## src/hw/rtl/isbf_pkg.sv

```systemverilog
`timescale 1ns / 1ps
package isbf_pkg;

	localparam int unsigned BLOCK_ENTRIES = 4096;
	localparam int unsigned IDX_W = $clog2(BLOCK_ENTRIES);
	localparam int unsigned CNT_W = $clog2(BLOCK_ENTRIES + 1);
	localparam int unsigned POS_W = 6;
	localparam logic [POS_W-1:0] HDR_LEN = POS_W'(34);
	localparam logic [15:0] ETHERTYPE_IPV4 = 16'h0800;
	localparam logic [3:0] IP_VERSION_4 = 4'd4;
	localparam int unsigned QUEUE_DEPTH = 2;

	typedef enum logic [1:0] {
		OP_BYTE  = 2'd0,
		OP_ADD   = 2'd1,
		OP_CLEAR = 2'd2,
		OP_NONE  = 2'd3
	} op_t;

	typedef enum logic [1:0] {
		KIND_VERDICT = 2'd0,
		KIND_ADDED   = 2'd1,
		KIND_FULL    = 2'd2,
		KIND_CLEARED = 2'd3
	} kind_t;

	typedef struct packed {
		logic [1:0]  operation;
		logic [7:0]  data_byte;
		logic        last;
		logic [31:0] address;
	} in_item_t;

	typedef struct packed {
		logic [1:0] kind;
		logic       drop;
	} out_item_t;

	// work handed from front to back: a lookup/add/clear job
	typedef struct packed {
		op_t         op;      // OP_BYTE means frame verdict
		logic        eligible; // frame header qualifies for drop
		logic [31:0] key;
	} job_t;

endpackage

```

## src/hw/rtl/isbf_queue.sv

```systemverilog
`timescale 1ns / 1ps
module isbf_queue (
	input  logic           clk,
	input  logic           arst_n,
	input  logic           wr_valid,
	output logic           wr_ready,
	input  isbf_pkg::job_t wr_job,
	output logic           rd_valid,
	input  logic           rd_take,
	output isbf_pkg::job_t rd_job
);

	isbf_pkg::job_t slot_q [isbf_pkg::QUEUE_DEPTH];
	logic wp_q, rp_q;
	logic [1:0] cnt_q;
	logic wr, rd;

	assign wr_ready = cnt_q != 2'(isbf_pkg::QUEUE_DEPTH);
	assign rd_valid = cnt_q != 2'd0;
	assign rd_job = slot_q[rp_q];
	assign wr = wr_valid && wr_ready;
	assign rd = rd_take && rd_valid;

	always_ff @(posedge clk) begin
		if (wr) slot_q[wp_q] <= wr_job;
	end

	always_ff @(posedge clk or negedge arst_n) begin
		if (!arst_n) begin
			wp_q <= 1'b0;
			rp_q <= 1'b0;
			cnt_q <= '0;
		end else begin
			if (wr) wp_q <= !wp_q;
			if (rd) rp_q <= !rp_q;
			cnt_q <= cnt_q + 2'(wr) - 2'(rd);
		end
	end

endmodule

```

## config.mk

```make
export PLATFORM = sky130hd
export DESIGN_NAME = isbf_queue
export DESIGN_NICKNAME = d
export VERILOG_FILES = /design/src/hw/rtl/isbf_pkg.sv /design/src/hw/rtl/isbf_queue.sv
export SDC_FILE = /design/constraint.sdc
export NUM_CORES = 1
export LEC_CHECK = 0
export BUFFER_PORTS_ARGS = -buffer_cell sky130_fd_sc_hd__buf_2
export CAP_MARGIN = 20
export CORE_ASPECT_RATIO = 0.5
export CORE_UTILIZATION = 58
export CTS_BUF_LIST = sky130_fd_sc_hd__clkbuf_4 sky130_fd_sc_hd__clkbuf_8
export DETAILED_ROUTE_END_ITERATION = 12
export PLACE_DENSITY = 0.93
export SLEW_MARGIN = 20
export SYNTH_ARGS = -nofsm -noshare
export SYNTH_HDL_FRONTEND = slang
export SYNTH_SLANG_ARGS = --single-unit
```

## constraint.sdc

```tcl
create_clock -name clk -period 6.7 [get_ports clk]
set_input_delay 1.005 -clock clk [delete_from_list [all_inputs] [get_ports clk]]
set_output_delay 1.005 -clock clk [all_outputs]
set_load 0.01 [all_outputs]
```

# == Word level (Yosys, flattened, before mapping) ==
# Memory sizes are Yosys's and may differ from the RTL's.
# Cells that the tools add are included.
# W data, S select, Z words.
# op_classes
add_sub_neg,2
eq_ne,1
n_mux,2
n_reduce_logical,5
# op_table
op,count
$add A2 B1 Y2,1
$logic_and A1 B1 Y1,2
$logic_not A1 Y1,2
$mux W1,2
$ne A2 B2 Y1 const B,1
$reduce_bool A2 Y1,1
$sub A2 B1 Y2,1
# word_totals
ff_bits,4
ram_bits,70
inputBits,39
output_inout_bits,37
word_cells,14
mem_count,1
# mem_list
memory,depth,width,read_ports,rd_clocked_by_memory_dff,write_ports,line,source
slot_q,2,35,1,0,1,isbf_queue.sv:13,isbf_pkg::job_t slot_q [isbf_pkg::QUEUE_DEPTH];

# == Logic depth before layout (Yosys ltp) ==
# logic_depth
word_depth,4
ltp_mapped,5

# == Worst setup path before layout ==
# No wires, ideal clock.
# synth_path
path_type,input -> register
start,input port wr_valid
end,"memory slot_q[0][0] in the netlist's numbering, enable pin"
t_arrival_ns,2.559
t_required_ns,6.273
path_slack_ns,3.714
stages,2
path_cell_list,nand2_1 > nor2_1
# synth_between
elab_chain_cells,3
# synth_rtl
item,line,source
start: declaration,isbf_queue.sv:5,"input logic wr_valid,"
$logic_and A1 B1 Y1,isbf_queue.sv:21,assign wr = wr_valid && wr_ready;
$mux W1,isbf_queue.sv:25,if (wr) slot_q[wp_q] <= wr_job;
$mux W1 (implied by the code),isbf_queue.sv:25,
end: declaration,isbf_queue.sv:13,
# Every way passes these cells.

==> impl_metrics.ini <==
[detailed_routing]
highest_layer = met4
ant_nets = 0
met2WireLength_um = 2546
wl_met3_um = 216
drt-met1-wl_um = 1804
vias = 1469
wl_per_cell_um = 16.86
drc = 0
first_pass_iters = 5
viasPerCell = 5.322
drt_wl_total_um = 4652
drtIter0Drc = 54

[worst_setup_path]
crit_required_ps = 5690
crit_family = buffers and inverters
crit_path_top_delay_cell = dfrtp_1
crit_chain = buf_4, mux2_2, buf_2
crit_type = reg2out
cp-start-kind = register
crit_path_max_fanout = 32
path_buf_inv = 2
critPathMaxStageDelay_ps = 460
cp-end-kind = output port
worst_ep_arrival_time_ps = 1770

[layout]
final_nets = 254
instances_no_fill = 276
diodes = 0
drive_gt1_share_pct = 59.82
fill_cells = 252
area_growth_pct = 24.48

[clocking]
holdBufCountCts = 0
cts.sinks = 74
clock_latency_ps = 330
cts_made_buffers = 9
postCtsSetupBuffers = 0
clk_pin_slew_worst_paths_ps = 70
cts_tree = done
htreeDepth = 3
clockBufferDepth = 2
root_buffer = clkbuf_8
cts_resized = 0

[timing]
worstMarginPinSlew_ps = 1013
rsz0062_at_grt = false
fin_crit_ps = 2777
fin_crit_sh_pct = 41.45
tns_ps = 0
final_hold_viol_count = 0
fmax_mhz = 360.1
whs_ps = 471.3
fin_skew_ps = 3.583
layout_setup_ws_ps = 3923
slew-limit-headroom_pct = 32.30
setup_viol = 0
slew_violations = 0

[synth]
avgSynthCellArea_um2 = 20.99
yosys_most_used_dff = edfxtp_1
syn-num-nets = 171
synth-async-reset-ratio_pct = 5.405
ys_seq_area_share_pct = 80.07
synthCells = 131
ys_ff_latch = 74
synthDistinctLibCells = 17
synth_edf_count = 70
ys_warn_count = 0
syn-cell-area_um2 = 2750

[run]
maxCapViolCount = 0

[pwr]
p_per_area_nw_per_um2 = 439.1
max-vdd-ir-drop_uv = 229.9
p_leak_nw = 1.308
power.total_mw = 1.503

[placed_design]
dp_cells = 260
io_buffers = 75
place_congestion = 0.7025
post-place-ws_ps = 4221

[grt]
grtUsageTotal_pct = 20.04
grt_max_degree = 36
first_global_vias = 1473
overflow = 0
antenna_found_initial = 0
grt_pass1_wl_um = 7093

[min_path]
worstHoldPathType = in2async

[floorplanning]
die_w_um = 99.38
ioPinCount = 76
fp-row-count = 17
dieArea_um2 = 5038
placeableCoreArea_um2 = 4467
chipHeight_um = 50.69
start_util_pct = 61.57

[status]
outcome = complete, no violations
==> synth_stat cells, drive strengths merged (2+ instances only) <==
library cell | n | area share [%]
edfxtp | 70 | 76
mux2 | 35 | 14
buf | 4 | 0.73
dfrtp | 4 | 3.6
nor2 | 3 | 0.41
xnor2 | 3 | 0.96
nand2 | 2 | 0.27
==> worst reg2reg max path, delay by kind of cell, from the launching register on <==
| family | cells | cell delay (ps) |
|---|---|---|
| flip-flops | 1 | 450 |
| AND/OR/NAND/NOR | 3 | 1140 |
==> sequential cells by signal, summed over array words and instances, names as in the netlist <==
register	count
wp_q	1
rp_q	1
cnt_q	2
slot_q	70
==> cell type report <==
type,count,area (um^2),share of cell area [%]
clock inverters,7,107.6,3.143
well taps,57,71.32,2.083
clock buffers,9,123.9,3.618
multi-input cells,53,535.5,15.64
flip-flops and latches,74,2202,64.33
repair buffers,76,382.9,11.18
==> cell families after synthesis <==
family,Yosys count,synth area share [%]
AO/OA/AOI/OAI,3,1.092
adder cells (fa/ha/maj),1,0.4549
XOR/XNOR,3,0.9556
multiplexers,35,14.33
flip-flops,74,80.07
AND/OR/NAND/NOR,11,2.366
buffers and inverters,4,0.7280
==> power breakdown <==
part / switching, mW / internal [mW]
sequential: 0.0405 / 0.636
combinational: 0.232 / 0.204
clock: 0.147 / 0.243
==> routing by layer <==
layer	track usage (%)	up-vias
met3	5.989	8
met5	0	-
met4	9.804	0
met1	22.67	731
met2	35.53	46
li1	-	684
==> per-stage QoR <==
step,instance area (um^2),util [%]
final,3423,76.64
after global routing,3423,76.64
after CTS,3423,76.64
after detailed placement,3192,71.46
after global placement,3192,71.46
after floorplan,2750,-
==> cell usage in the layout, fill, tap and decap left out, types with 2 or more instances in the layout <==
cell type  netlist  layout
xnor2_1          3       3
clkinv_2         0       2
buf_2            4      75
clkinv_1         0       2
clkbuf_8         0       9
edfxtp_1        70      70
mux2_2          35      35
bufinv_16        0       3
nor2_1           3       2
nand2_1          2       2
dfrtp_1          4       4
==> path summary, 6_finish.rpt <==
check | from | end | slack, ps | cells after the start
max in group asynchronous | arst_n | rp_q | 6110 | 1
min in group clk | wp_q | wp_q | 550 | 1
hold reg to reg | wp_q | wp_q | 550 | 1
setup / recovery | rp_q | rd_job[16] | 3920 | 3
hold / removal | arst_n | wp_q | 470 | 1
setup reg to reg | cnt_q[0] | slot_q[0][14] | 4700 | 3
Note: power is estimated with default switching activity, not from simulation.
