`src/hw/rtl/isbf_pkg.sv`:
```
`timescale 1ns / 1ps
package isbf_pkg;

	localparam int unsigned BLOCK_ENTRIES = 4096;
	localparam int unsigned IDX_W = $clog2(BLOCK_ENTRIES);
	localparam int unsigned CNT_W = $clog2(BLOCK_ENTRIES + 1);
	localparam int unsigned POS_W = 6;
	localparam logic [POS_W-1:0] HDR_LEN = POS_W'(34);
	localparam logic [15:0] ETHERTYPE_IPV4 = 16'h0800;
	localparam logic [3:0] IP_VERSION_4 = 4'd4;
	localparam int unsigned QUEUE_DEPTH = 2;

	typedef enum logic [1:0] {
		OP_BYTE  = 2'd0,
		OP_ADD   = 2'd1,
		OP_CLEAR = 2'd2,
		OP_NONE  = 2'd3
	} op_t;

	typedef enum logic [1:0] {
		KIND_VERDICT = 2'd0,
		KIND_ADDED   = 2'd1,
		KIND_FULL    = 2'd2,
		KIND_CLEARED = 2'd3
	} kind_t;

	typedef struct packed {
		logic [1:0]  operation;
		logic [7:0]  data_byte;
		logic        last;
		logic [31:0] address;
	} in_item_t;

	typedef struct packed {
		logic [1:0] kind;
		logic       drop;
	} out_item_t;

	// work handed from front to back: a lookup/add/clear job
	typedef struct packed {
		op_t         op;      // OP_BYTE means frame verdict
		logic        eligible; // frame header qualifies for drop
		logic [31:0] key;
	} job_t;

endpackage

```
`src/hw/rtl/isbf_front.sv`:
```
`timescale 1ns / 1ps
module isbf_front (
	input  logic                clk,
	input  logic                arst_n,
	input  logic                push,
	output logic                full,
	input  isbf_pkg::in_item_t  item,
	output logic                job_valid,
	input  logic                job_ready,
	output isbf_pkg::job_t      job
);

	logic [isbf_pkg::POS_W-1:0] pos_q;
	logic [15:0] etype_q;
	logic [3:0]  ver_q;
	logic [31:0] src_q;
	logic [15:0] etype_n;
	logic [3:0]  ver_n;
	logic [31:0] src_n;
	logic [isbf_pkg::POS_W-1:0] pos_n;
	logic        take;
	isbf_pkg::op_t op;

	assign op = isbf_pkg::op_t'(item.operation);
	assign full = !job_ready;
	assign take = push && job_ready;

	// header capture for the current byte
	always_comb begin
		etype_n = etype_q;
		ver_n = ver_q;
		src_n = src_q;
		pos_n = pos_q;
		if (pos_q == isbf_pkg::POS_W'(12)) etype_n = {item.data_byte, etype_q[7:0]};
		else if (pos_q == isbf_pkg::POS_W'(13)) etype_n = {etype_q[15:8], item.data_byte};
		else if (pos_q == isbf_pkg::POS_W'(14)) ver_n = item.data_byte[7:4];
		else if (pos_q >= isbf_pkg::POS_W'(26) && pos_q <= isbf_pkg::POS_W'(29))
			src_n = {src_q[23:0], item.data_byte};
		if (pos_q < isbf_pkg::HDR_LEN) pos_n = pos_q + 1'b1;
	end

	always_ff @(posedge clk or negedge arst_n) begin
		if (!arst_n) begin
			pos_q <= '0;
			etype_q <= '0;
			ver_q <= '0;
			src_q <= '0;
		end else if (take && op == isbf_pkg::OP_BYTE) begin
			if (item.last) begin
				pos_q <= '0;
				etype_q <= '0;
				ver_q <= '0;
				src_q <= '0;
			end else begin
				pos_q <= pos_n;
				etype_q <= etype_n;
				ver_q <= ver_n;
				src_q <= src_n;
			end
		end
	end

	// classify into a job
	always_comb begin
		job_valid = 1'b0;
		job.op = op;
		job.eligible = 1'b0;
		job.key = item.address;
		case (op)
			isbf_pkg::OP_BYTE: begin
				job_valid = push && item.last;
				job.key = src_n;
				job.eligible = pos_n >= isbf_pkg::HDR_LEN
					&& etype_n == isbf_pkg::ETHERTYPE_IPV4
					&& ver_n == isbf_pkg::IP_VERSION_4;
			end
			isbf_pkg::OP_ADD, isbf_pkg::OP_CLEAR: job_valid = push;
			default: job_valid = 1'b0;
		endcase
	end

endmodule

```
`config.mk`:
```
export PLATFORM = sky130hd
export DESIGN_NAME = isbf_front
export DESIGN_NICKNAME = d
export VERILOG_FILES = /design/src/hw/rtl/isbf_pkg.sv /design/src/hw/rtl/isbf_front.sv
export SDC_FILE = /design/constraint.sdc
export NUM_CORES = 1
export LEC_CHECK = 0
export BUFFER_PORTS_ARGS = -buffer_cell sky130_fd_sc_hd__buf_2
export CAP_MARGIN = 20
export CORE_MARGIN = 2
export CORE_UTILIZATION = 55
export DETAILED_ROUTE_END_ITERATION = 10
export PLACE_DENSITY = 0.81
export SETUP_SLACK_MARGIN = 0.4
export SYNTH_ARGS = -nofsm -noshare
export SYNTH_HDL_FRONTEND = slang
export SYNTH_SLANG_ARGS = --single-unit
```
`constraint.sdc`:
```
create_clock -name clk -period 3.9 [get_ports clk]
set_clock_uncertainty 0.1 [all_clocks]
set_input_delay 0.78 -clock clk [delete_from_list [all_inputs] [get_ports clk]]
set_output_delay 0.78 -clock clk [all_outputs]
set_load 0.02 [all_outputs]
```
## Word-level counts from Yosys, hierarchy flattened

Index checks and enable logic that the tools add are counted.

| storage, ports and cells | value |
|---|---|
| bits in registers | 58 |
| input bits | 47 |
| word-level logic and storage cells | 41 |

| cells by class | value |
|---|---|
| add/subtract/negate cells | 1 |
| magnitude comparators | 4 |
| equal/unequal tests | 7 |
| mux-type cells | 16 |
| reductions and logical operators | 9 |

Operators by type and width:

| operator | number |
|---|---|
| two-way mux 32 bit | 5 |
| two-way mux 33 bit | 1 |
| two-way mux 16 bit | 2 |
| == test 6 x 4 -> 1 bit, second input constant | 3 |
| == test 16 x 12 -> 1 bit, second input constant | 1 |
| two-way mux 4 bit | 4 |
| two-way mux 6 bit | 2 |
| two-way mux 8 bit | 1 |
| adder 6 x 1 -> 6 bit, second input constant | 1 |
| >= comparator 6 x 5 -> 1 bit, second input constant | 1 |
| >= comparator 6 bit, second input constant | 1 |
| <= comparator 6 x 5 -> 1 bit, second input constant | 1 |
| logical AND 1 bit | 6 |
| less-than comparator 6 bit, second input constant | 1 |
| == test 4 x 3 -> 1 bit, second input constant | 1 |
| == test 2 x 1 -> 1 bit, second input constant | 1 |
| == test 2 bit, second input constant | 1 |
| zero test 2 bit | 1 |
| one-hot mux 1 bit (2 select lines) | 1 |
| OR reduction 2 bit | 1 |
| zero test 1 bit | 1 |

## Longest topological paths before layout

| logic depth | value |
|---|---|
| word-level depth | 7 |
| depth in mapped cells | 9 |
| depth with buffers taken out | 6 |

## Least setup slack after synthesis

No wires, ideal clock.

| path | value |
|---|---|
| path kind | register -> output |
| start point | register pos_q[1] (netlist name) |
| end point | output port job[32] (netlist name) |
| arrival | 2655 ps |
| data required time | 3020 ps |
| slack | 365 ps |
| stages on the path, launching flop included | 9 |
| buffers on the path | 2 |
| cell sequence | dfrtp_1 buf_2 inv_1 ha_1 or4b_1 or3_1 buf_2 mux2i_1 nor4_1 |

RTL lines:

| what | line | source |
|---|---|---|
| from (decl) | isbf_front.sv:13 | `logic [isbf_pkg::POS_W-1:0] pos_q;` |
| from (signal assigned) | isbf_front.sv:55 | `pos_q <= pos_n;` |
| to (decl) | isbf_front.sv:10 | `output isbf_pkg::job_t job` |

==> out/qor.txt <==
Final period util = 86.9%
TritonCTS clock tree = done
Lkg Pwr = 2.09 nW
Avg Synthesized Cell Area = 7.73 um^2
Post-Syn Nets = 531
VDD IR-drop max = 0.381 mV
fmax = 0.295 GHz
setup TNS = 0 ps
# diodes = 0
Final setup viols = 0
Root Driver = clkbuf_8
Remaining Overflow, GRT = 0
worst-path fanout max = 5
DIE WIDTH = 85.9 um
Initial Utilization = 57.4%
Synth Area in Simple Gates = 25.0%
Synth Area in Compound Gates = 27.2%
Die Area = 0.00738 mm^2
worst min path class = flip-flop to flip-flop
reg-to-reg endpoint = src_q[14]$_DFFE_PN0P_
synthesized area = 0.00369 mm^2
Vias per Instance = 6.19
Hold Path End = etype_q[15]$_DFFE_PN0P_
maxcap violations = 0
top cells by area, synth = dfrtp_1 39%, nand2_1 12%, a22oi_1 10%, a31oi_1 5.6%, o21ai_1 4.5%
via count = 3864
crit path capture type = primary output
combinational share of power = 26.7%
Clk network pwr share = 33.5%
largest family of logic cells by synthesized area = compound AO/OA/AOI/OAI gates
critical path class = flip-flop to primary output
min-delay src = etype_q[15]$_DFFE_PN0P_
die height = 85.9 um
synthesized instance count = 477
Worst Path Arrival = 2510 ps
Crit path required time = 3020 ps
register bit total from synthesis = 58
worst hold stages = 2
cts bufs inserted = 9
Post-synth ARST share = 100%
IO Port Bufs = 83
switch share = 32.6%
Synth top area share = 39.4%
post-synth top area cell = dfrtp_1
Detail Placement HPWL = 6.65 mm
fin cells = 624
number of enable flip-flop cells after synthesis = 0
Final Util = 68.8%
adder-cell share of the synthesized area = 2.38%
Layout area overhead = 19.8%
core area = 0.00642 mm^2
io pins = 84
WL/cell = 16.0 um
Reg2Reg Depth = 8
Final Max Tran Viols = 0
commonest register cell after synthesis = dfrtp_1
RePlAce Congestion = 0.882
clock transition at the registers of the reported paths = 60 ps
largest net degree at the start of global routing = 62
P_sw = 0.608 mW
Tot GR Track Use = 27.7%
post-route cell area = 0.00442 mm^2
fin crit period = 3390 ps
FF-to-FF Start = pos_q[1]$_DFFE_PN0P_
Synth Area in XOR/XNOR = 0%
post-place instance area = 0.00416 mm^2
status = finished, violations left
row cnt = 29
Total Power = 1.86 mW
placed insts = 606
mux cell area share after synthesis = 0.271%
CTS Buffer Depth = 2
Flop pwr share = 39.8%
power per cell area = 422 mW/mm^2
final WL = 9.99 mm
ANT nets after route = 0
Least-Margin Pin Slew = 888 ps
Reg2Reg Setup Slack = 1720 ps
hold violation total from the final report = 0
CTS Sinks = 58
DRT iter0 DRCs = 324
H-tree levels = 3
global-route wire length before repair = 16.4 mm
worst skew pair latency = 340 ps
YS warnings = 0
commonest cells in the netlist = 122 x nand2_1, 58 x dfrtp_1, 51 x a22oi_1
drt pass-1 iters = 9
DRC viols = 9
initial antenna violation count = 0
most common cell in the synthesized netlist = nand2_1
share of layout cells above drive strength 1 = 23.0%
Slew headroom = 40.8%
RSZ-0062 raised after global routing = false
failing checks = DRC
register area share after synthesis = 39.4%
element type at the critical path start = flip-flop
unique cell type count in the Yosys netlist = 45
internal power component = 1.26 mW
vias in the first global route = 3580
Layout Nets = 597
# fillers = 536
## worst max-delay path by stage
stage,from,to,slack [ps]
global placement,pos_q[1]$_DFFE_PN0P_,job[32],520
global route,pos_q[0]$_DFFE_PN0P_,job[32],420
finish,pos_q[0]$_DFFE_PN0P_,job[32],510
CTS,pos_q[0]$_DFFE_PN0P_,job[32],480
detailed placement,pos_q[1]$_DFFE_PN0P_,job[32],440
floorplan,pos_q[1]$_DFFE_PN0P_,job[32],560
## logic make-up (layout without fill, tap and decap cells)
family / after synthesis / after routing
flops: 58 / 58
mux: 1 / 1
simple gates: 201 / 201
fa+ha+maj: 7 / 7
buf+inv: 51 / 121
compound gates: 159 / 159
## flip-flops by register name, summed over array words and instances (netlist names)
signal,cells
src_q,32
etype_q,16
pos_q,6
ver_q,4
## per-stage QoR
stage	hold slack, ps	worst slack, ps
finish	403	511
global route	418	416
CTS	403	477
detailed placement	365	443
global placement	359	520
floorplan	344	564
## worst max-delay path, stage by stage (launching register included)
cell	delay (ps)
dfrtp_2	360
inv_1	90
ha_1	260
or4b_4	560
or3_4	380
mux2i_1	140
nor4_2	200
buf_4	200
## per-layer routing
| layer | wire (um) | vias up | track usage [%] |
|---|---|---|---|
| li1 | - | 1843 | - |
| met2 | 4670 | 169 | 44.6 |
| met4 | 220 | 0 | 12.6 |
| met3 | 768 | 17 | 3.56 |
| met5 | 0 | - | 0 |
| met1 | 4330 | 1835 | 37.5 |
## cells in the final DEF, fill, tap and decap left out, drive strengths merged, types with 2 or more instances in the layout
| master | Yosys | layout |
|---|---|---|
| a21oi | 5 | 5 |
| a22oi | 51 | 51 |
| a31oi | 33 | 33 |
| and3 | 2 | 2 |
| buf | 14 | 98 |
| bufinv | 0 | 2 |
| clkbuf | 29 | 13 |
| dfrtp | 58 | 58 |
| ha | 7 | 7 |
| inv | 8 | 8 |
| nand2 | 122 | 122 |
| nand3 | 2 | 2 |
| nand3b | 4 | 4 |
| nand4 | 2 | 2 |
| nor2 | 37 | 37 |
| nor3 | 5 | 5 |
| nor3b | 5 | 5 |
| nor4 | 8 | 8 |
| nor4b | 2 | 2 |
| o211ai | 2 | 2 |
| o21ai | 57 | 57 |
| o22ai | 2 | 2 |
| o31ai | 2 | 2 |
| or3 | 3 | 3 |
## area by class of cell
class	instances	area, um^2	area share (%)
Clock buffer	13	159	3.60
Timing Repair Buffer	98	556	12.6
Sequential cell	58	1450	32.9
Clock inverter	2	60.1	1.36
Tap cell	77	96.3	2.18
Inverter	8	30.0	0.680
Multi-Input combinational cell	368	2060	46.7
## power groups by stage
stage                     clock [mW]  sequential, mW  combinational (mW)
after floorplan                    0           0.712               0.340
after global placement             0           0.758               0.438
after detailed placement           0           0.767               0.452
after CTS                      0.627           0.738               0.494
after global routing           0.653           0.750               0.548
final                          0.624           0.742               0.498
## repair_timing
item	CTS	global route
hold buffers	0	0
endpoints found under the setup margin	27	14
buffers inserted	2	1
gates resized for setup	4	2
pin swaps	1	1
Power figures use the tool's default switching activity.
